<file path="config.mk">
export PLATFORM = sky130hd
export DESIGN_NAME = lwct_ctrl
export DESIGN_NICKNAME = d
export VERILOG_FILES = /design/src/rtl/lwct_pkg.sv /design/src/rtl/lwct_ctrl.sv
export SDC_FILE = /design/constraint.sdc
export NUM_CORES = 1
export LEC_CHECK = 0
export BUFFER_PORTS_ARGS = -buffer_cell sky130_fd_sc_hd__buf_4
export CORE_AREA = 2 2 39 41
export CTS_BUF_LIST = sky130_fd_sc_hd__clkbuf_4 sky130_fd_sc_hd__clkbuf_8 sky130_fd_sc_hd__clkbuf_16
export DETAILED_ROUTE_END_ITERATION = 6
export DIE_AREA = 0 0 41 43
export PLACE_DENSITY = 0.54
export SYNTH_ARGS = -nofsm -noshare
export SYNTH_HDL_FRONTEND = slang
export SYNTH_SLANG_ARGS = --single-unit
</file>
<file path="constraint.sdc">
create_clock -name aclk -period 1.8 [get_ports aclk]
set_clock_uncertainty 0.1 [all_clocks]
set_input_delay 0 -clock aclk [delete_from_list [all_inputs] [get_ports aclk]]
set_output_delay 0 -clock aclk [all_outputs]
set_load 0.01 [all_outputs]
</file>
<file path="src/rtl/lwct_pkg.sv">
// ----------------------------------------------------------------------------
// lwct_pkg: shared types and constants
// Field structs, register indexes, fixed-point constants and the command and
// status groups used between the controller and the datapath.
// ----------------------------------------------------------------------------
package lwct_pkg;

    localparam int MAX_LEGS = 4;
    localparam int CNT_W    = $clog2(MAX_LEGS + 1);

    localparam logic [16:0] ONE_Q16        = 17'd65536;
    localparam logic [16:0] LOAD_SWING_MIN = 17'd52429;

    localparam logic [2:0] REG_MIN_W   = 3'd0;
    localparam logic [2:0] REG_STANCE  = 3'd1;
    localparam logic [2:0] REG_SWING   = 3'd2;
    localparam logic [2:0] REG_HEADING = 3'd3;
    localparam logic [2:0] REG_LATERAL = 3'd4;

    // Divider width: dividends are at most 52 bits of magnitude.
    localparam int DIV_W = 53;

    typedef struct packed {
        logic               is_support;
        logic               must_ground;
        logic        [16:0] swing_phase;
        logic        [16:0] stance_phase;
        logic signed [31:0] foot_x;
        logic signed [31:0] foot_y;
        logic               last_leg;
    } leg_in_t;

    typedef struct packed {
        logic signed [31:0] target_x;
        logic signed [31:0] target_y;
    } target_out_t;

    // Commands from the controller to the datapath.
    typedef struct packed {
        logic capture;     // load the input item
        logic ramp_start;  // start the ramp division
        logic weight;      // form the leg weight from the ramp quotient
        logic mult;        // multiply positions by weight
        logic accum;       // add into the sums
        logic mean_start;  // start the mean division for axis sel_y
        logic sel_y;
        logic store_mean;  // latch the saturated mean for axis sel_y
        logic clear;       // clear the sums
    } lwct_cmd_t;

    typedef struct packed {
        logic div_done;
        logic last;
        logic full;
    } lwct_sts_t;

endpackage

</file>
<file path="src/rtl/lwct_ctrl.sv">
// ----------------------------------------------------------------------------
// lwct_ctrl: sequencing state machine
// Steps one leg through ramp division, weighting, multiply and accumulate,
// then on the last leg through the two mean divisions and the result handoff.
// ----------------------------------------------------------------------------
module lwct_ctrl import lwct_pkg::*; (
    input  logic      aclk,
    input  logic      aresetn,
    input  logic      s_valid,
    output logic      s_ready,
    output logic      m_valid,
    input  logic      m_ready,
    input  lwct_sts_t sts,
    output lwct_cmd_t cmd
);
    localparam logic [3:0] ST_IDLE   = 4'd0;
    localparam logic [3:0] ST_CHECK  = 4'd1;
    localparam logic [3:0] ST_RAMP   = 4'd2;
    localparam logic [3:0] ST_WGT    = 4'd3;
    localparam logic [3:0] ST_MULT   = 4'd4;
    localparam logic [3:0] ST_ACC    = 4'd5;
    localparam logic [3:0] ST_LAST   = 4'd6;
    localparam logic [3:0] ST_DIVX   = 4'd7;
    localparam logic [3:0] ST_DIVY   = 4'd8;
    localparam logic [3:0] ST_OUT    = 4'd9;
    localparam logic [3:0] ST_STARTY = 4'd10;

    logic [3:0] state_reg, state_next;

    assign s_ready = (state_reg == ST_IDLE);
    assign m_valid = (state_reg == ST_OUT);

    always_comb begin
        state_next = state_reg;
        cmd        = '0;
        case (state_reg)
            ST_IDLE: begin
                cmd.capture = 1'b1;
                if (s_valid) state_next = ST_CHECK;
            end
            ST_CHECK: begin
                if (sts.full) begin
                    state_next = ST_LAST;
                end else begin
                    cmd.ramp_start = 1'b1;
                    state_next     = ST_RAMP;
                end
            end
            ST_RAMP: if (sts.div_done) state_next = ST_WGT;
            ST_WGT: begin
                cmd.weight = 1'b1;
                state_next = ST_MULT;
            end
            ST_MULT: begin
                cmd.mult   = 1'b1;
                state_next = ST_ACC;
            end
            ST_ACC: begin
                cmd.accum  = 1'b1;
                state_next = ST_LAST;
            end
            ST_LAST: begin
                if (sts.last) begin
                    cmd.mean_start = 1'b1;
                    state_next     = ST_DIVX;
                end else begin
                    state_next = ST_IDLE;
                end
            end
            ST_DIVX: begin
                if (sts.div_done) begin
                    cmd.store_mean = 1'b1;
                    state_next     = ST_STARTY;
                end
            end
            ST_STARTY: begin
                cmd.mean_start = 1'b1;
                cmd.sel_y      = 1'b1;
                state_next     = ST_DIVY;
            end
            ST_DIVY: begin
                cmd.sel_y = 1'b1;
                if (sts.div_done) begin
                    cmd.store_mean = 1'b1;
                    cmd.clear      = 1'b1;
                    state_next     = ST_OUT;
                end
            end
            ST_OUT: if (m_ready) state_next = ST_IDLE;
            default: state_next = ST_IDLE;
        endcase
    end

    always_ff @(posedge aclk) begin
        if (!aresetn) state_reg <= ST_IDLE;
        else          state_reg <= state_next;
    end
endmodule

</file>
# Yosys cells after proc, flatten, opt, wreduce, memory -nomap -nowiden
# Index checks and enable logic that the tools add are counted.
totals:
  regBits: 4
  input_bits: 7
  output_inout_bits: 11
  word_cells: 40
op_classes:
  eq_ne: 15
  muxes: 21
  reduce_logical: 3
ops:
  columns: ["operator", "n"]
  rows:
  - ["$pmux W4 S11", 1]
  - ["$mux W4", 5]
  - ["$eq A4 B3 Y1 const B", 4]
  - ["$eq A4 B4 Y1 const B", 3]
  - ["$mux W1", 10]
  - ["$eq A4 B2 Y1 const B", 2]
  - ["$ne A2 B2 Y1 const B", 4]
  - ["$mux W3", 2]
  - ["$reduce_and A5 Y1", 1]
  - ["$eq A4 B1 Y1 const B", 1]
  - ["$logic_not A4 Y1", 1]
  - ["$pmux W1 S2", 2]
  - ["$mux W2", 1]
  - ["$ne A2 B1 Y1 const B", 1]
  - ["$reduce_or A2 Y1", 1]

# Logic depth before layout (Yosys ltp)
# Gate-level depths: netlist of run 1.
depth:
  ltp_word: 3
  depth_mapped: 5
  mapped_depth_nobuf: 4

# Least setup slack after synthesis of run 1
# OpenSTA, ideal clock, no wires.
synth_path:
  kind: "reg2out"
  startpoint: "register state_reg[0]"
  endpoint: "output cmd[8] in the netlist's numbering"
  arrival_time_ns: 1.332
  required_time_ns: 1.700
  path_slack_ns: 0.368
  stages_incl_launch_ff: 5
  path_buffers: 3
  path_cell_list: "dfxtp_1 > clkbuf_2 > buf_2 > nor4_1 > buf_4"
synth_lines:
  columns: ["item", "line_no", "rtl"]
  rows:
  - ["start, declared", "lwct_ctrl.sv:28", "logic [3:0] state_reg, state_next;"]
  - ["start signal, assigned", "lwct_ctrl.sv:96", "else state_reg <= state_next;"]
  - ["end, declared", "lwct_ctrl.sv:14", "output lwct_cmd_t cmd"]

==> flow_metrics.tcl, run 1 <==
set metrics [dict create \
    cts_setup_buffers 0 \
    viasPerCell 5.10 \
    num_rows 14 \
    swShare 0.443 \
    fillers 159 \
    layout.nets 80 \
    largest_reg_flops 4 \
    clockBufferDepth 2 \
    crit_slowest_cell "dfxtp_1" \
    relSlewSlack 0.645 \
    synth.distinct_cells 31 \
    pwr-share-clk 0.119 \
    path_class "reg2out" \
    maxCapViolCount 0 \
    core_area_sq_um 1380 \
    setup_viol 0 \
    drive_above_1_share 0.338 \
    cp_common_cell "nor3b_1" \
    critPathMaxFanout 8 \
    grt_pass1_wl_um 1630 \
    gp_congestion 0.702 \
    start_kind "flop" \
    pin_count 18 \
    worst_pin_slew_ns 0.532 \
    route.detailed.drc 0 \
    p_int_mw 0.482 \
    io_buffers 17 \
    ys_warn_count 0 \
    setup_slack_ns 0.142 \
    synth_top_area_share 0.196 \
    min_from "sts[0]" \
    grt_max_degree 18 \
    root_buffer "clkbuf_4" \
    clk_latency_ns 0.22 \
    routedWlPerCell_um 11.0 \
    p_leak_nw 0.286 \
    power_frac_seq 0.283 \
    max_freq_ghz 0.603 \
    yosys.area.top_type "dfxtp_1" \
    syn_area_sq_um 408 \
    overflow 0 \
    ctsHtreeMaxLevel 1 \
    whs_path_depth 3 \
    final.period_utilization 0.921 \
    cp_cell_sequence "inv_1 -> nor3b_1 -> a21oi_1 -> nor3b_1 -> buf_4" \
    synth-seq-area-share 0.196 \
    final_antenna_net_count 0 \
    path_clk_slew_ns 0.03 \
    power_density_nw_per_um2 1520 \
    cpPeakStageDelay_ns 0.50 \
    p_switching_mw 0.383 \
    initial_utilization 0.295 \
    grt_pass1_vias 392 \
    die_w_um 41 \
    period_needed_ns 1.66 \
    antenna_cells 0 \
    critPathTopFamily "flip-flops" \
    reg2reg_to "state_reg[3]" \
    synth_nets 62 \
    dp_slack_ns 0.246 \
    reg2reg_depth 4 \
    cts_num_sinks 4 \
    path_buf_inv 2 \
    drt_iter0_drc 5 \
    hold_end "state_reg[2]" \
    antenna_found_initial 0 \
    postSynthCellCount 55 \
    cp.required_ns 1.70 \
    fin_tns_setup_ns 0 \
    cts_tree "yes" \
    hold_path.class "in2reg" \
    die_h_um 43 \
    placed_area_sq_um 534 \
    dr.pass1.iters 3 \
    vias 444 \
    netlist_top_cells_area "dfxtp_1, nand4b_4, nor3b_1" \
    rsz0062_at_grt "no" \
    track_usage 0.130 \
    wirelength_um 953 \
    design_area_sq_um 568 \
    r2r_slack_ns 0.25 \
    dieArea_sq_um 1760 \
    status "finished, final reports clean" \
    critPathCaptureType "output port" \
    synth-seq-cells 4 \
    power_frac_comb 0.599 \
    place_hpwl_um 704 \
    r2r-start "state_reg[0]" \
    syn_area_per_cell_sq_um 7.42 \
    critPathArrivalTime_ns 1.56 \
    numCtsBuffers 3 \
    syn_to_final_growth_pct 39.3 \
    ir_drop_mv 0.445 \
    report.final.slew_viol_count 0 \
    hold_violations 0 \
]
## worst reg2reg max path, stage by stage, from the launching register on
cell      delay (ns)
dfxtp_1         0.64
nand4b_4        0.15
a21boi_0        0.15
o21a_1          0.20
o211a_1         0.20
## layout make-up
class | count | area, sq um | area share
Tap cell | 16 | 20.0 | 0.0352
Sequential cell | 4 | 81.3 | 0.143
Multi-Input combinational cell | 43 | 288 | 0.507
Timing Repair Buffer | 20 | 153 | 0.269
Inverter | 1 | 3.75 | 0.00661
Clock buffer | 3 | 22.5 | 0.0396
## power by group through the flow
stage | Combinational, mW | Clock, mW | Sequential [mW]
5_1_grt | 0.573 | 0.115 | 0.262
2_1_floorplan | 0.457 | 0 | 0.144
4_1_cts | 0.523 | 0.107 | 0.242
3_3_place_gp | 0.521 | 0 | 0.245
3_5_place_dp | 0.519 | 0 | 0.245
6_report | 0.518 | 0.103 | 0.244
## cell families after synthesis
kind of cell | Yosys count | synth area share
buffers and inverters | 8 | 0.0981
AND/OR/NAND/NOR | 28 | 0.454
multiplexers | 1 | 0.0245
AO/OA/AOI/OAI | 13 | 0.206
flip-flops | 4 | 0.196
XOR/XNOR | 1 | 0.0215
## placed cells by master (no fill, tap or decap)
cell           instances
dlygate4sd3_1          1
nand2_1                5
xor2_1                 1
nor3_1                 1
a311oi_1               1
nor2b_1                3
nor4b_1                1
and3_1                 3
mux2i_1                1
or2b_1                 1
dfxtp_1                3
and2_1                 1
o211a_1                1
nor2_1                 2
a21oi_1                2
buf_4                 19
and3b_1                1
a21boi_0               2
nand3_1                1
nor3b_1                3
a211oi_1               1
o21ai_1                1
o21ai_0                4
nand4b_1               1
o21a_1                 1
dfxtp_2                1
clkbuf_4               3
nand2b_1               1
inv_1                  1
nor4_1                 3
nand4b_4               1
## routing by layer
metal	GRT usage	up-vias	wire [um]	part of all wire
met5	0	-	0	0
met4	0.0400	0	0	0
met3	0.0314	0	77	0.081
met2	0.172	15	419	0.44
met1	0.199	194	455	0.48
li1	-	235	-	-
## Yosys cell counts (all sizes together)
cell type	count
inv	1
a21oi	2
nor3	1
nand2	5
and2	1
nor4b	1
or2b	1
and3	3
a21boi	2
nand4b	2
xor2	1
a311oi	1
clkbuf	2
dfxtp	4
and3b	1
nand2b	1
a211oi	1
nand3	1
o211a	1
o21a	1
nor4	3
nor3b	3
nor2	2
nor2b	3
mux2i	1
o21ai	5
buf	5
## what timing repair did
action / in CTS / in global routing
resized for setup: 0 / 1
hold buffers: 1 / 0
endpoints found under the setup margin: 0 / 1
endpoints found under the hold margin: 4 / 0
## worst max-delay path by stage
stage | to | depth (start not counted) | from | slack, ns
floorplan | cmd[8] | 4 | state_reg[0] | 0.37
global placement | state_reg[3] | 4 | state_reg[0] | 0.25
detailed placement | state_reg[3] | 4 | state_reg[0] | 0.25
CTS | cmd[3] | 5 | state_reg[2] | 0.13
global route | cmd[3] | 5 | state_reg[2] | 0.02
finish | cmd[3] | 5 | state_reg[2] | 0.14
## through the flow
stage               total power, mW  utilization  instances  hold WS [ns]
finish                        0.865        0.410         87        0.0549
global route                  0.950        0.410         87        0.0613
CTS                           0.872        0.410         87        0.0511
detailed placement            0.764        0.386         83         0.152
global placement              0.767        0.386         83         0.153
floorplan                     0.601            -         55       -0.0496
(Power assumes the default switching activity.)
==> run 2: changes to the inputs <==
--- a/config.mk
+++ b/config.mk
@@ -10,7 +10,7 @@
 export CTS_BUF_LIST = sky130_fd_sc_hd__clkbuf_4 sky130_fd_sc_hd__clkbuf_8 sky130_fd_sc_hd__clkbuf_16
 export DETAILED_ROUTE_END_ITERATION = 6
 export DIE_AREA = 0 0 41 43
-export PLACE_DENSITY = 0.54
+export PLACE_DENSITY = 0.56
 export SYNTH_ARGS = -nofsm -noshare
 export SYNTH_HDL_FRONTEND = slang
 export SYNTH_SLANG_ARGS = --single-unit
==> constraint.sdc (replaced) <==
create_clock -name aclk -period 1.5 [get_ports aclk]
set_clock_uncertainty 0.1 [all_clocks]
set_input_delay 0 -clock aclk [delete_from_list [all_inputs] [get_ports aclk]]
set_output_delay 0 -clock aclk [all_outputs]
set_load 0.01 [all_outputs]
==> run 2 against run 1 <==
- routed wire length is 9.1% higher
- die area stayed put
- critical path depth stayed put
- clock power is 27% higher
- utilization is 3.5 points higher
- first-iteration DRC count stayed put
- largest cell class unchanged
==> flow_metrics.tcl, run 2 (synthesis gave the netlist of run 1 again) <==
set metrics [dict create \
    wirelength_um 1040 \
    final.period_utilization 0.933 \
    place_hpwl_um 778 \
    pin_count 18 \
    viasPerCell 5.08 \
    drt_iter0_drc 5 \
    gp_congestion 0.734 \
    grtUsageMet3 0.0366 \
    critPathTopFamily "flip-flops" \
    final_antenna_net_count 0 \
    setup_viol 0 \
    cp_common_cell "buf_4" \
    crit_slowest_cell "dfxtp_4" \
    final_common_cell "buf_4" \
    root_buffer "clkbuf_4" \
    grt_util_met2 0.197 \
    clk_latency_ns 0.23 \
    relSlewSlack 0.799 \
    start_kind "flop" \
    hold_path.class "in2reg" \
    period_needed_ns 1.40 \
    ir_drop_mv 0.627 \
    cp.required_ns 1.40 \
    grt_pass1_wl_um 1710 \
    antenna_found_initial 0 \
    rsz0062_at_grt "no" \
    initial_utilization 0.295 \
    report.final.slew_viol_count 0 \
    route.detailed.drc 0 \
    clockBufferDepth 2 \
    design_area_sq_um 617 \
    critPathArrivalTime_ns 1.30 \
    cpPeakStageDelay_ns 0.36 \
    layout.nets 83 \
    num_rows 14 \
    r2r_slack_ns 0.16 \
    cp_cell_sequence "buf_4 -> nor3b_2 -> a21oi_1 -> nor3b_1 -> buf_4" \
    critPathMaxFanout 9 \
    routedWlPerCell_um 11.6 \
    max_freq_ghz 0.715 \
    grtUsageMet1 0.196 \
    p_leak_nw 0.307 \
    dr.pass1.iters 4 \
    track_usage 0.134 \
    status "finished, final reports clean" \
    core_area_sq_um 1380 \
    antenna_cells 0 \
    syn_to_final_growth_pct 51.2 \
    top_usage_layer "met2" \
    drive_above_1_share 0.446 \
    path_class "reg2out" \
    path_clk_slew_ns 0.04 \
    grt_pass1_vias 397 \
    io_buffers 17 \
    cts_num_sinks 4 \
    overflow 0 \
    vias 457 \
    whs_ns 0.0200 \
    cts_tree "yes" \
    die_w_um 41 \
    largest_reg_flops 4 \
    post-route-util 0.446 \
    die_h_um 43 \
    hold_violations 0 \
    path_buf_inv 2 \
    power_density_nw_per_um2 1880 \
    placed_area_sq_um 557 \
    dieArea_sq_um 1760 \
    grt_max_degree 13 \
    ctsHtreeMaxLevel 1 \
    fin_tns_setup_ns 0 \
    critPathCaptureType "output port" \
    maxCapViolCount 0 \
    final_cell_mix "buf_4, nand2_1, o21ai_0" \
    numCtsBuffers 3 \
    worst_pin_slew_ns 0.299 \
]
run 2: final cells by class:
type	count	area, sq um
fill	142	767
timing repair buffer	23	175
clock buffer	3	22.5
inverter	1	3.75
sequential	4	88.8
tap	16	20.0
multi-input combinational	43	307
run 2: metal layers:
metal  share of wire  routed length, um  vias to the layer above
met5               0                  0                        -
met4               0                  0                        0
met3           0.062                 64                        0
met2            0.45                465                       16
met1            0.49                510                      204
li1                -                  -                      237
run 2: worst paths after layout:
path,to,cells past startpoint,start
worst min-delay path,state_reg[2],3,sts[0]
worst max register to register,state_reg[3],4,state_reg[1]
worst min register to register,state_reg[2],2,state_reg[2]
worst max-delay path,cmd[3],5,state_reg[3]
run 2: stage by stage:
step           power [mW]  std cells  setup slack (ns)
2_1_floorplan       0.721         55            0.0677
3_3_place_gp        0.974         86             0.153
3_5_place_dp        0.972         86             0.113
4_1_cts              1.14         90            0.0290
5_1_grt              1.28         90           0.00448
6_report             1.16         90             0.100
run 2: timing repair:
action,in CTS,in global routing
resized for setup,5,6
pin swaps,0,1
setup endpoints to repair,5,7
setup buffers,0,0
endpoints found under the hold margin,4,0
hold buffers,1,0
run 2: power by group:
group | switching [mW] | internal, mW
Sequential | 0.0906 | 0.168
Clock | 0.0414 | 0.0893
Combinational | 0.374 | 0.400
run 2: worst register-to-register path, cell delays in order (launching register included):
cell	delay, ns
dfxtp_1	0.45
nand4b_4	0.13
a21boi_0	0.14
o21a_1	0.21
o211a_1	0.20
